$ cat src/rtl/core/sfla_pkg.sv
// ----------------------------------------------------------------------------
// Slab free-list allocator package
// Field widths, status and function codes, register indexes and link types.
// ----------------------------------------------------------------------------
`timescale 1ns / 1ps

package sfla_pkg;

    localparam int SLOT_W     = 8;
    localparam int LINK_W     = 9;
    localparam int OBJ_W      = 13;
    localparam int COUNT_W    = 9;
    localparam int OFS_W      = 21;
    localparam int CFG_IDX_W  = 1;
    localparam int CFG_DATA_W = 13;

    localparam logic [OBJ_W-1:0]   OBJ_MAX     = 13'd4096;
    localparam logic [OBJ_W-1:0]   OBJ_RESET   = 13'd64;
    localparam logic [COUNT_W-1:0] COUNT_RESET = 9'd256;

    // Register indexes on the configuration port
    localparam logic [CFG_IDX_W-1:0] REG_OBJECT_SIZE = 1'b0;
    localparam logic [CFG_IDX_W-1:0] REG_SLOT_COUNT  = 1'b1;

    typedef enum logic [1:0] {
        ST_OK    = 2'd0,
        ST_FULL  = 2'd1,
        ST_EMPTY = 2'd2,
        ST_HEAD  = 2'd3
    } status_t;

    typedef enum logic {
        FN_ALLOC = 1'b0,
        FN_FREE  = 1'b1
    } func_t;

    // Requests from the allocator core to the link store
    typedef struct packed {
        logic              clear;
        logic              wr_en;
        logic [SLOT_W-1:0] wr_addr;
        logic [LINK_W-1:0] wr_data;
        logic              rd_en;
        logic [SLOT_W-1:0] rd_addr;
    } link_req_t;

endpackage

$ cat src/rtl/core/sfla_ram.sv
// ----------------------------------------------------------------------------
// Generic single-write RAM
// One write port and one read port with registered read data.
// ----------------------------------------------------------------------------
`timescale 1ns / 1ps

module sfla_ram #(
    parameter int WIDTH = 9,
    parameter int DEPTH = 256
) (
    input  logic                     clk,
    input  logic                     we,
    input  logic [$clog2(DEPTH)-1:0] waddr,
    input  logic [WIDTH-1:0]         wdata,
    input  logic                     re,
    input  logic [$clog2(DEPTH)-1:0] raddr,
    output logic [WIDTH-1:0]         rdata
);

    logic [WIDTH-1:0] mem [DEPTH];
    logic [WIDTH-1:0] rdata_reg;

    // Write and registered read
    always_ff @(posedge clk)
    begin
        if (we)
        begin
            mem[waddr] <= wdata;
        end
        if (re)
        begin
            rdata_reg <= mem[raddr];
        end
    end

    assign rdata = rdata_reg;

endmodule

$ cat src/rtl/core/sfla_link_store.sv
// ----------------------------------------------------------------------------
// Slab free-list link store
// Next-slot links in a RAM, with a valid bit per entry so that an entry never
// written since the last rebuild reads as its index plus one.
// ----------------------------------------------------------------------------
`timescale 1ns / 1ps

module sfla_link_store #(
    parameter int DEPTH = 256
) (
    input  logic                            clk,
    input  logic                            rst_n,
    input  sfla_pkg::link_req_t             req,
    output logic [sfla_pkg::LINK_W-1:0]     rd_data
);

    localparam int AW = $clog2(DEPTH);

    logic [DEPTH-1:0]              valid_reg;
    logic [DEPTH-1:0]              valid_next;
    logic                          rd_hit_reg;
    logic [AW-1:0]                 rd_addr_reg;
    logic [sfla_pkg::LINK_W-1:0]   ram_q;

    sfla_ram #(
        .WIDTH (sfla_pkg::LINK_W),
        .DEPTH (DEPTH)
    ) u_ram (
        .clk   (clk),
        .we    (req.wr_en),
        .waddr (req.wr_addr[AW-1:0]),
        .wdata (req.wr_data),
        .re    (req.rd_en),
        .raddr (req.rd_addr[AW-1:0]),
        .rdata (ram_q)
    );

    // Drop all valid bits on rebuild, mark entries as they are written
    always_comb
    begin
        valid_next = valid_reg;
        if (req.clear)
        begin
            valid_next = '0;
        end
        else if (req.wr_en)
        begin
            valid_next[req.wr_addr[AW-1:0]] = 1'b1;
        end
    end

    always_ff @(posedge clk or negedge rst_n)
    begin
        if (!rst_n)
        begin
            valid_reg  <= '0;
            rd_hit_reg <= 1'b0;
        end
        else
        begin
            valid_reg <= valid_next;
            if (req.rd_en)
            begin
                rd_hit_reg <= valid_reg[req.rd_addr[AW-1:0]];
            end
        end
    end

    // Hold the read address for the default link
    always_ff @(posedge clk)
    begin
        if (req.rd_en)
        begin
            rd_addr_reg <= req.rd_addr[AW-1:0];
        end
    end

    assign rd_data = rd_hit_reg ? ram_q
                   : sfla_pkg::LINK_W'(rd_addr_reg) + sfla_pkg::LINK_W'(1);

endmodule

$ cat src/rtl/core/slab_free_list_allocator.sv
// ----------------------------------------------------------------------------
// Slab free-list allocator
// Hands out and takes back fixed-size slots kept as a linked free list.
//
//   Channel | Signals                               | Direction
//   req     | req_valid req_ready func slot         | in
//   rsp     | rsp_valid rsp_ready status            | out
//           | granted_slot data_offset              |
//   cfg     | cfg_we cfg_index cfg_wdata            | in
//
// One request per cycle sustained while responses are taken; a response
// passes the input register and the result register after the request
// transfer. The head link is prefetched from the link RAM on every successful
// allocate, so its RAM read is hidden behind the next request. Reset and
// every configuration write rebuild the list by dropping the link valid bits.
// A stalled response holds one more request in the input register, then req_ready drops.
// ----------------------------------------------------------------------------
`timescale 1ns / 1ps

module slab_free_list_allocator #(
    parameter int MAX_SLOTS    = 256,
    parameter int HEADER_BYTES = 24
) (
    input  logic                                clk,
    input  logic                                rst_n,
    input  logic                                req_valid,
    output logic                                req_ready,
    input  logic                                func,
    input  logic [sfla_pkg::SLOT_W-1:0]         slot,
    output logic                                rsp_valid,
    input  logic                                rsp_ready,
    output logic [1:0]                          status,
    output logic [sfla_pkg::SLOT_W-1:0]         granted_slot,
    output logic [sfla_pkg::OFS_W-1:0]          data_offset,
    input  logic                                cfg_we,
    input  logic [sfla_pkg::CFG_IDX_W-1:0]      cfg_index,
    input  logic [sfla_pkg::CFG_DATA_W-1:0]     cfg_wdata
);

    // Only the first 256 slots are reachable through the slot field
    localparam int DEPTH = (MAX_SLOTS > 256) ? 256 : MAX_SLOTS;
    localparam logic [sfla_pkg::COUNT_W-1:0] DEPTH_N = sfla_pkg::COUNT_W'(DEPTH);
    localparam logic [sfla_pkg::OBJ_W-1:0]   HDR     = sfla_pkg::OBJ_W'(HEADER_BYTES);

    // Configuration
    logic [sfla_pkg::OBJ_W-1:0]   object_size_reg, object_size_next;
    logic [sfla_pkg::COUNT_W-1:0] slot_count_reg, slot_count_next;
    logic                         cfg_hit;

    // Input register
    logic                         s1_valid_reg, s1_valid_next;
    sfla_pkg::func_t              s1_func_reg;
    logic [sfla_pkg::SLOT_W-1:0]  s1_slot_reg;

    // List state
    logic [sfla_pkg::LINK_W-1:0]  head_reg, head_next;
    logic [sfla_pkg::COUNT_W-1:0] used_reg, used_next;
    logic [sfla_pkg::LINK_W-1:0]  head_link_reg, head_link_next;
    logic                         link_from_ram_reg, link_from_ram_next;

    // Result register
    logic                         rsp_valid_reg, rsp_valid_next;
    sfla_pkg::status_t            status_reg, status_next;
    logic [sfla_pkg::SLOT_W-1:0]  granted_reg, granted_next;
    logic [sfla_pkg::OFS_W-1:0]   offset_reg, offset_next;

    // Datapath
    logic                         fire;
    logic [sfla_pkg::COUNT_W-1:0] n_eff;
    logic [sfla_pkg::OBJ_W-1:0]   osz;
    logic [sfla_pkg::OBJ_W-1:0]   stride;
    logic [sfla_pkg::LINK_W-1:0]  cur_link;
    logic [sfla_pkg::LINK_W-1:0]  link_rd_data;
    logic [sfla_pkg::LINK_W-1:0]  free_slot;
    sfla_pkg::link_req_t          link_req;

    sfla_link_store #(
        .DEPTH (DEPTH)
    ) u_links (
        .clk     (clk),
        .rst_n   (rst_n),
        .req     (link_req),
        .rd_data (link_rd_data)
    );

    // Handshake: process when the result register is free or drains now
    assign fire      = s1_valid_reg && (!rsp_valid_reg || rsp_ready);
    assign req_ready = !s1_valid_reg || fire;

    always_comb
    begin
        s1_valid_next = s1_valid_reg;
        if (req_valid && req_ready)
        begin
            s1_valid_next = 1'b1;
        end
        else if (fire)
        begin
            s1_valid_next = 1'b0;
        end
        rsp_valid_next = rsp_valid_reg;
        if (fire)
        begin
            rsp_valid_next = 1'b1;
        end
        else if (rsp_ready)
        begin
            rsp_valid_next = 1'b0;
        end
    end

    // Clamp configuration and pick the current head link
    assign n_eff     = (slot_count_reg > DEPTH_N) ? DEPTH_N : slot_count_reg;
    assign osz       = (object_size_reg > sfla_pkg::OBJ_MAX) ? sfla_pkg::OBJ_MAX
                     : object_size_reg;
    assign stride    = osz + HDR;
    assign cur_link  = link_from_ram_reg ? link_rd_data : head_link_reg;
    assign free_slot = sfla_pkg::LINK_W'(s1_slot_reg);

    // Allocate or free against the list, then apply configuration writes
    always_comb
    begin
        status_next        = status_reg;
        granted_next       = granted_reg;
        offset_next        = offset_reg;
        head_next          = head_reg;
        used_next          = used_reg;
        head_link_next     = head_link_reg;
        link_from_ram_next = link_from_ram_reg;
        object_size_next   = object_size_reg;
        slot_count_next    = slot_count_reg;
        link_req           = '0;
        cfg_hit            = 1'b0;

        if (fire)
        begin
            status_next  = sfla_pkg::ST_OK;
            granted_next = '0;
            offset_next  = '0;
            case (s1_func_reg)
                sfla_pkg::FN_ALLOC:
                begin
                    if ((used_reg >= n_eff) || (head_reg >= n_eff))
                    begin
                        status_next = sfla_pkg::ST_FULL;
                    end
                    else
                    begin
                        granted_next       = head_reg[sfla_pkg::SLOT_W-1:0];
                        offset_next        = sfla_pkg::OFS_W'(head_reg[sfla_pkg::SLOT_W-1:0])
                                           * sfla_pkg::OFS_W'(stride)
                                           + sfla_pkg::OFS_W'(HDR);
                        head_next          = cur_link;
                        used_next          = used_reg + sfla_pkg::COUNT_W'(1);
                        // Prefetch the link of the new head
                        link_req.rd_en     = 1'b1;
                        link_req.rd_addr   = cur_link[sfla_pkg::SLOT_W-1:0];
                        link_from_ram_next = 1'b1;
                    end
                end
                sfla_pkg::FN_FREE:
                begin
                    if ((free_slot >= n_eff) || (used_reg == '0))
                    begin
                        status_next = sfla_pkg::ST_EMPTY;
                    end
                    else if (free_slot == head_reg)
                    begin
                        status_next = sfla_pkg::ST_HEAD;
                    end
                    else
                    begin
                        // Push: freed slot links to the old head
                        link_req.wr_en     = 1'b1;
                        link_req.wr_addr   = s1_slot_reg;
                        link_req.wr_data   = head_reg;
                        head_next          = free_slot;
                        head_link_next     = head_reg;
                        link_from_ram_next = 1'b0;
                        used_next          = used_reg - sfla_pkg::COUNT_W'(1);
                    end
                end
                default:
                begin
                    status_next = sfla_pkg::ST_OK;
                end
            endcase
        end

        if (cfg_we)
        begin
            case (cfg_index)
                sfla_pkg::REG_OBJECT_SIZE:
                begin
                    object_size_next = cfg_wdata;
                    cfg_hit          = 1'b1;
                end
                sfla_pkg::REG_SLOT_COUNT:
                begin
                    slot_count_next = cfg_wdata[sfla_pkg::COUNT_W-1:0];
                    cfg_hit         = 1'b1;
                end
                default:
                begin
                    cfg_hit = 1'b0;
                end
            endcase
        end

        // Rebuild the list: head at slot 0, slot 0 links to slot 1
        if (cfg_hit)
        begin
            head_next          = '0;
            used_next          = '0;
            head_link_next     = sfla_pkg::LINK_W'(1);
            link_from_ram_next = 1'b0;
            link_req.clear     = 1'b1;
        end
    end

    // Control and list state
    always_ff @(posedge clk or negedge rst_n)
    begin
        if (!rst_n)
        begin
            object_size_reg   <= sfla_pkg::OBJ_RESET;
            slot_count_reg    <= sfla_pkg::COUNT_RESET;
            s1_valid_reg      <= 1'b0;
            rsp_valid_reg     <= 1'b0;
            head_reg          <= '0;
            used_reg          <= '0;
            head_link_reg     <= sfla_pkg::LINK_W'(1);
            link_from_ram_reg <= 1'b0;
        end
        else
        begin
            object_size_reg   <= object_size_next;
            slot_count_reg    <= slot_count_next;
            s1_valid_reg      <= s1_valid_next;
            rsp_valid_reg     <= rsp_valid_next;
            head_reg          <= head_next;
            used_reg          <= used_next;
            head_link_reg     <= head_link_next;
            link_from_ram_reg <= link_from_ram_next;
        end
    end

    // Payload: capture the request, hold the result
    always_ff @(posedge clk)
    begin
        if (req_valid && req_ready)
        begin
            s1_func_reg <= sfla_pkg::func_t'(func);
            s1_slot_reg <= slot;
        end
        status_reg  <= status_next;
        granted_reg <= granted_next;
        offset_reg  <= offset_next;
    end

    assign rsp_valid    = rsp_valid_reg;
    assign status       = status_reg;
    assign granted_slot = granted_reg;
    assign data_offset  = offset_reg;

endmodule

$ cat config.mk
export PLATFORM = sky130hd
export DESIGN_NAME = slab_free_list_allocator
export DESIGN_NICKNAME = d
export VERILOG_FILES = /design/src/rtl/core/sfla_pkg.sv /design/src/rtl/core/sfla_ram.sv /design/src/rtl/core/sfla_link_store.sv /design/src/rtl/core/slab_free_list_allocator.sv
export SDC_FILE = /design/constraint.sdc
export NUM_CORES = 2
export LEC_CHECK = 0
export BUFFER_PORTS_ARGS = -buffer_cell sky130_fd_sc_hd__clkbuf_2
export CAP_MARGIN = 20
export CORE_MARGIN = 10
export CORE_UTILIZATION = 45
export DETAILED_ROUTE_END_ITERATION = 12
export SLEW_MARGIN = 20
export SYNTH_ARGS = -nofsm -noshare
export SYNTH_HDL_FRONTEND = slang
export SYNTH_SLANG_ARGS = --single-unit
$ cat constraint.sdc
create_clock -name clk -period 21.5 [get_ports clk]
set_input_delay 1.075 -clock clk [delete_from_list [all_inputs] [get_ports clk]]
set_output_delay 1.075 -clock clk [all_outputs]
set_load 0.05 [all_outputs]
==> flow_metrics.env <==
export IMPL_r2r_cells=16
export IMPL_leakage_uw=0.0423
export IMPL_crit_arrival_ns=8.84
export IMPL_cpPeakStageDelay_ns=0.92
export IMPL_hpwl_um=229000
export IMPL_cp_max_fo=78
export IMPL_cts_buffers_inserted=295
export IMPL_dieArea_um2=269000
export IMPL_grt_max_degree=166
export IMPL_clkTransAtPathRegs_ns=0.06
export IMPL_fp_dieW_um=518
export IMPL_outcome="complete, no violations"
export IMPL_finalSetupViolations=0
export IMPL_vias=77527
export IMPL_p_per_area_nw_per_um2=97.9
export IMPL_cts_sinks=2670
export IMPL_p_seq_share_pct=46.7
export IMPL_final_area_um2=125000
export IMPL_nets=8671
export IMPL_rsz0062_at_grt="no"
export IMPL_cts_resized=0
export IMPL_place_ws_ns=13.51
export IMPL_worst_setup_path_end_kind="register"
export IMPL_root_buffer="clkbuf_16"
export IMPL_insertion_delay_ns=0.99
export IMPL_worst_slew_pin_slew_ns=1.29
export IMPL_cts_tree="built"
export IMPL_hold_viol=0
export IMPL_ys_ff_latch=2670
export IMPL_worstPathRequired_ns=22.18
export IMPL_min_period_ns=8.16
export IMPL_grt_usage_pct=27.2
export IMPL_netlist_instances=8495
export IMPL_path_class="register to register"
export IMPL_slew_viol_final=0
export IMPL_syn_area_per_cell_um2=13.2
export IMPL_post_cts_buffers=0
export IMPL_cts_hold_buffers=0
export IMPL_slew_headroom_pct=14.2
export IMPL_async_flop_share_pct=11.6
export IMPL_critPathTopFamily="simple AND/OR/NAND/NOR gates"
export IMPL_worstSetupStartpoint="slot_count_reg[8]$_DFFE_PN1P_"
export IMPL_ys_flop_type="edfxtp_1"
export IMPL_finalPower_uw=12200
export IMPL_path_cells="clkinv_1 > nand2_1 > ha_1 > o21ai_0 > o22ai_2 > nor4_4 > nand2_8 > inv_8 > buf_4 > buf_4 > a31oi_1 > a211oi_1 > nor3_1 > or4_1 > o21ai_0 > a31oi_1"
export IMPL_largest_register_ffs=2304
export IMPL_power_switching_uw=3400
export IMPL_area_delta_synth_final_pct=12.0
export IMPL_power_internal_uw=8850
export IMPL_final_common_cell="edfxtp_1"
export IMPL_cts_buffer_depth=4
export IMPL_fmax_ghz=0.123
export IMPL_crit_buf_inv=4
export IMPL_drv_cap=0
export IMPL_ios=61
export IMPL_antenna_found_initial=17
export IMPL_yosysWarnings=0
export IMPL_place_congestion=0.938
export IMPL_wl_per_cell_um=31.7
export IMPL_worst_slack_ns=13.34
export IMPL_grt_pass1_vias=73393
export IMPL_cp_start_kind="register"
export IMPL_drc_errors=0
export IMPL_r2r_start="slot_count_reg[8]$_DFFE_PN1P_"
export IMPL_synth_area_um2=112000
export IMPL_skew_ns=0.0583
export IMPL_overflow=0
export IMPL_r2r_end="u_links.u_ram.rdata[0]$_DFFE_PP_"
export IMPL_core_area_um2=247000
export IMPL_die_h_um=518
export IMPL_htree_levels=5
export IMPL_peakVddDrop_uv=68.1
export IMPL_reg2reg_slack_ns=13.34
export IMPL_dr_first_iter_drc_count=11824
export IMPL_period_share_pct=37.9
export IMPL_grt_pass1_wl_um=543000
export IMPL_synth_edf_count=2361
export IMPL_ys_seq_area_share_pct=70.4
export IMPL_post_drt_via_cell_ratio=6.45
export IMPL_cp_slowest_cell="nor4_4"
export IMPL_port_buffers=60
export IMPL_drtAntennaViolNets=0
export IMPL_layout_common_cells="2361 x edfxtp_1, 1276 x nand2_1, 550 x nor2_1, 476 x nand3_1, 358 x o221ai_1"
export IMPL_worst_hold_path_type="input port to async pin"
export IMPL_yosysUniqueCellTypes=97
export IMPL_start_util_pct=45.3
export IMPL_clkPwrFrac_pct=39.4
export IMPL_layout_drive_gt1_share_pct=10.3
export IMPL_swShare_pct=27.7
export IMPL_place_area_um2=116000
export IMPL_totalWireLength_um=381000
export IMPL_rows=182
export IMPL_firstDrtPassIters=8
export IMPL_syn_num_nets=8674
export IMPL_power_frac_comb_pct=14.0
export IMPL_setup_tns_ns=0
==> layout make-up <==
cell class,count,area (µm²)
sequential,2670,78600
tap,3312,4140
antenna,6,15.0
timing repair buffer,320,2390
fill,20798,122000
clock buffer,371,7980
clock inverter,137,1010
inverter,192,807
multi-input combinational,5013,30100
==> metal layers <==
metal | track usage, % | routed length (µm)
met1 | 37.3 | 147000
met2 | 40.5 | 168000
met3 | 7.03 | 45700
met4 | 12.8 | 19800
met5 | 0 | 66
==> Yosys cell counts (all sizes together) (9+ instances only) <==
cell     instances  area share [%]
mux2            25            0.25
edfxtp        2361              63
or2             13           0.073
o221ai         358             2.8
xor2            19            0.15
o221a           14            0.14
a41oi           18            0.14
a2111oi         10           0.084
o211ai          59            0.40
a221oi          89            0.71
nand2         1281             4.3
buf            307             1.4
ha              81            0.91
and2            77            0.43
a211oi          91            0.62
xnor2           19            0.15
o21ai          195            0.87
a311oi          28            0.22
nor4            35            0.23
a32oi           11           0.086
a31o            17            0.13
a21oi          351             1.6
o22ai          204             1.1
a221o            9           0.081
fa              70             1.3
nor2           589             2.0
o41ai           10           0.078
or3             17           0.095
a21o            17            0.11
clkbuf         313             1.1
nand2b          32            0.18
nand3          482             2.2
inv            187            0.63
a31oi          214             1.2
nand4           49            0.28
nor2b           30            0.17
o31ai           15            0.10
dfrtp          306             6.9
nor3           125            0.57
and3            81            0.45
a22oi           44            0.30
mux2i          139             1.2
==> metrics by stage <==
stage	cells	util, %	hold WS, ns
floorplan	8495	-	0.451
global placement	11500	47.0	0.470
detailed placement	11504	47.0	0.469
CTS	12012	50.7	0.171
global route	12016	50.7	0.177
finish	12021	50.7	0.136
==> worst register-to-register path, cell delays in order (launching register included) <==
cell	delay, ns
dfstp_2	0.55
clkinv_1	0.27
nand2_1	0.24
ha_1	0.27
o21ai_0	0.30
o22ai_2	0.25
nor4_4	0.92
nand2_8	0.58
inv_8	0.67
buf_4	0.75
buf_4	0.82
a31oi_1	0.19
a211oi_1	0.27
nor3_1	0.14
or4_1	0.77
o21ai_0	0.85
a31oi_1	0.07
==> kinds of logic (layout without fill, tap and decap cells) <==
logic type | count (synthesis) | after routing | synth area share, %
compound gates | 1823 | 1823 | 11.4
xor+xnor | 38 | 38 | 0.298
fa+ha+maj | 151 | 151 | 2.16
buf+inv | 812 | 1020 | 3.09
flops | 2670 | 2670 | 70.4
mux | 170 | 170 | 1.62
other cells | 0 | 6 | 0
simple gates | 2831 | 2831 | 11.1
==> how the worst max path moves through the flow <==
stage                                                    to  cells after the start
after floorplan           u_links.u_ram.mem[0][0]$_DFFE_PP_                     12
after global routing       u_links.u_ram.rdata[0]$_DFFE_PP_                     16
after detailed placement   u_links.u_ram.rdata[0]$_DFFE_PP_                     16
final                      u_links.u_ram.rdata[0]$_DFFE_PP_                     16
after global placement     u_links.u_ram.rdata[5]$_DFFE_PP_                     16
after CTS                  u_links.u_ram.rdata[0]$_DFFE_PP_                     16
==> power groups by stage <==
stage | Combinational (µW) | Sequential, µW | Clock [µW]
final | 1710 | 5710 | 4820
after floorplan | 984 | 5830 | 0
after CTS | 1670 | 5710 | 4870
after global routing | 1790 | 5710 | 5070
after detailed placement | 1670 | 5820 | 0
after global placement | 1650 | 5820 | 0
Note: power is estimated with default switching activity, not from simulation.
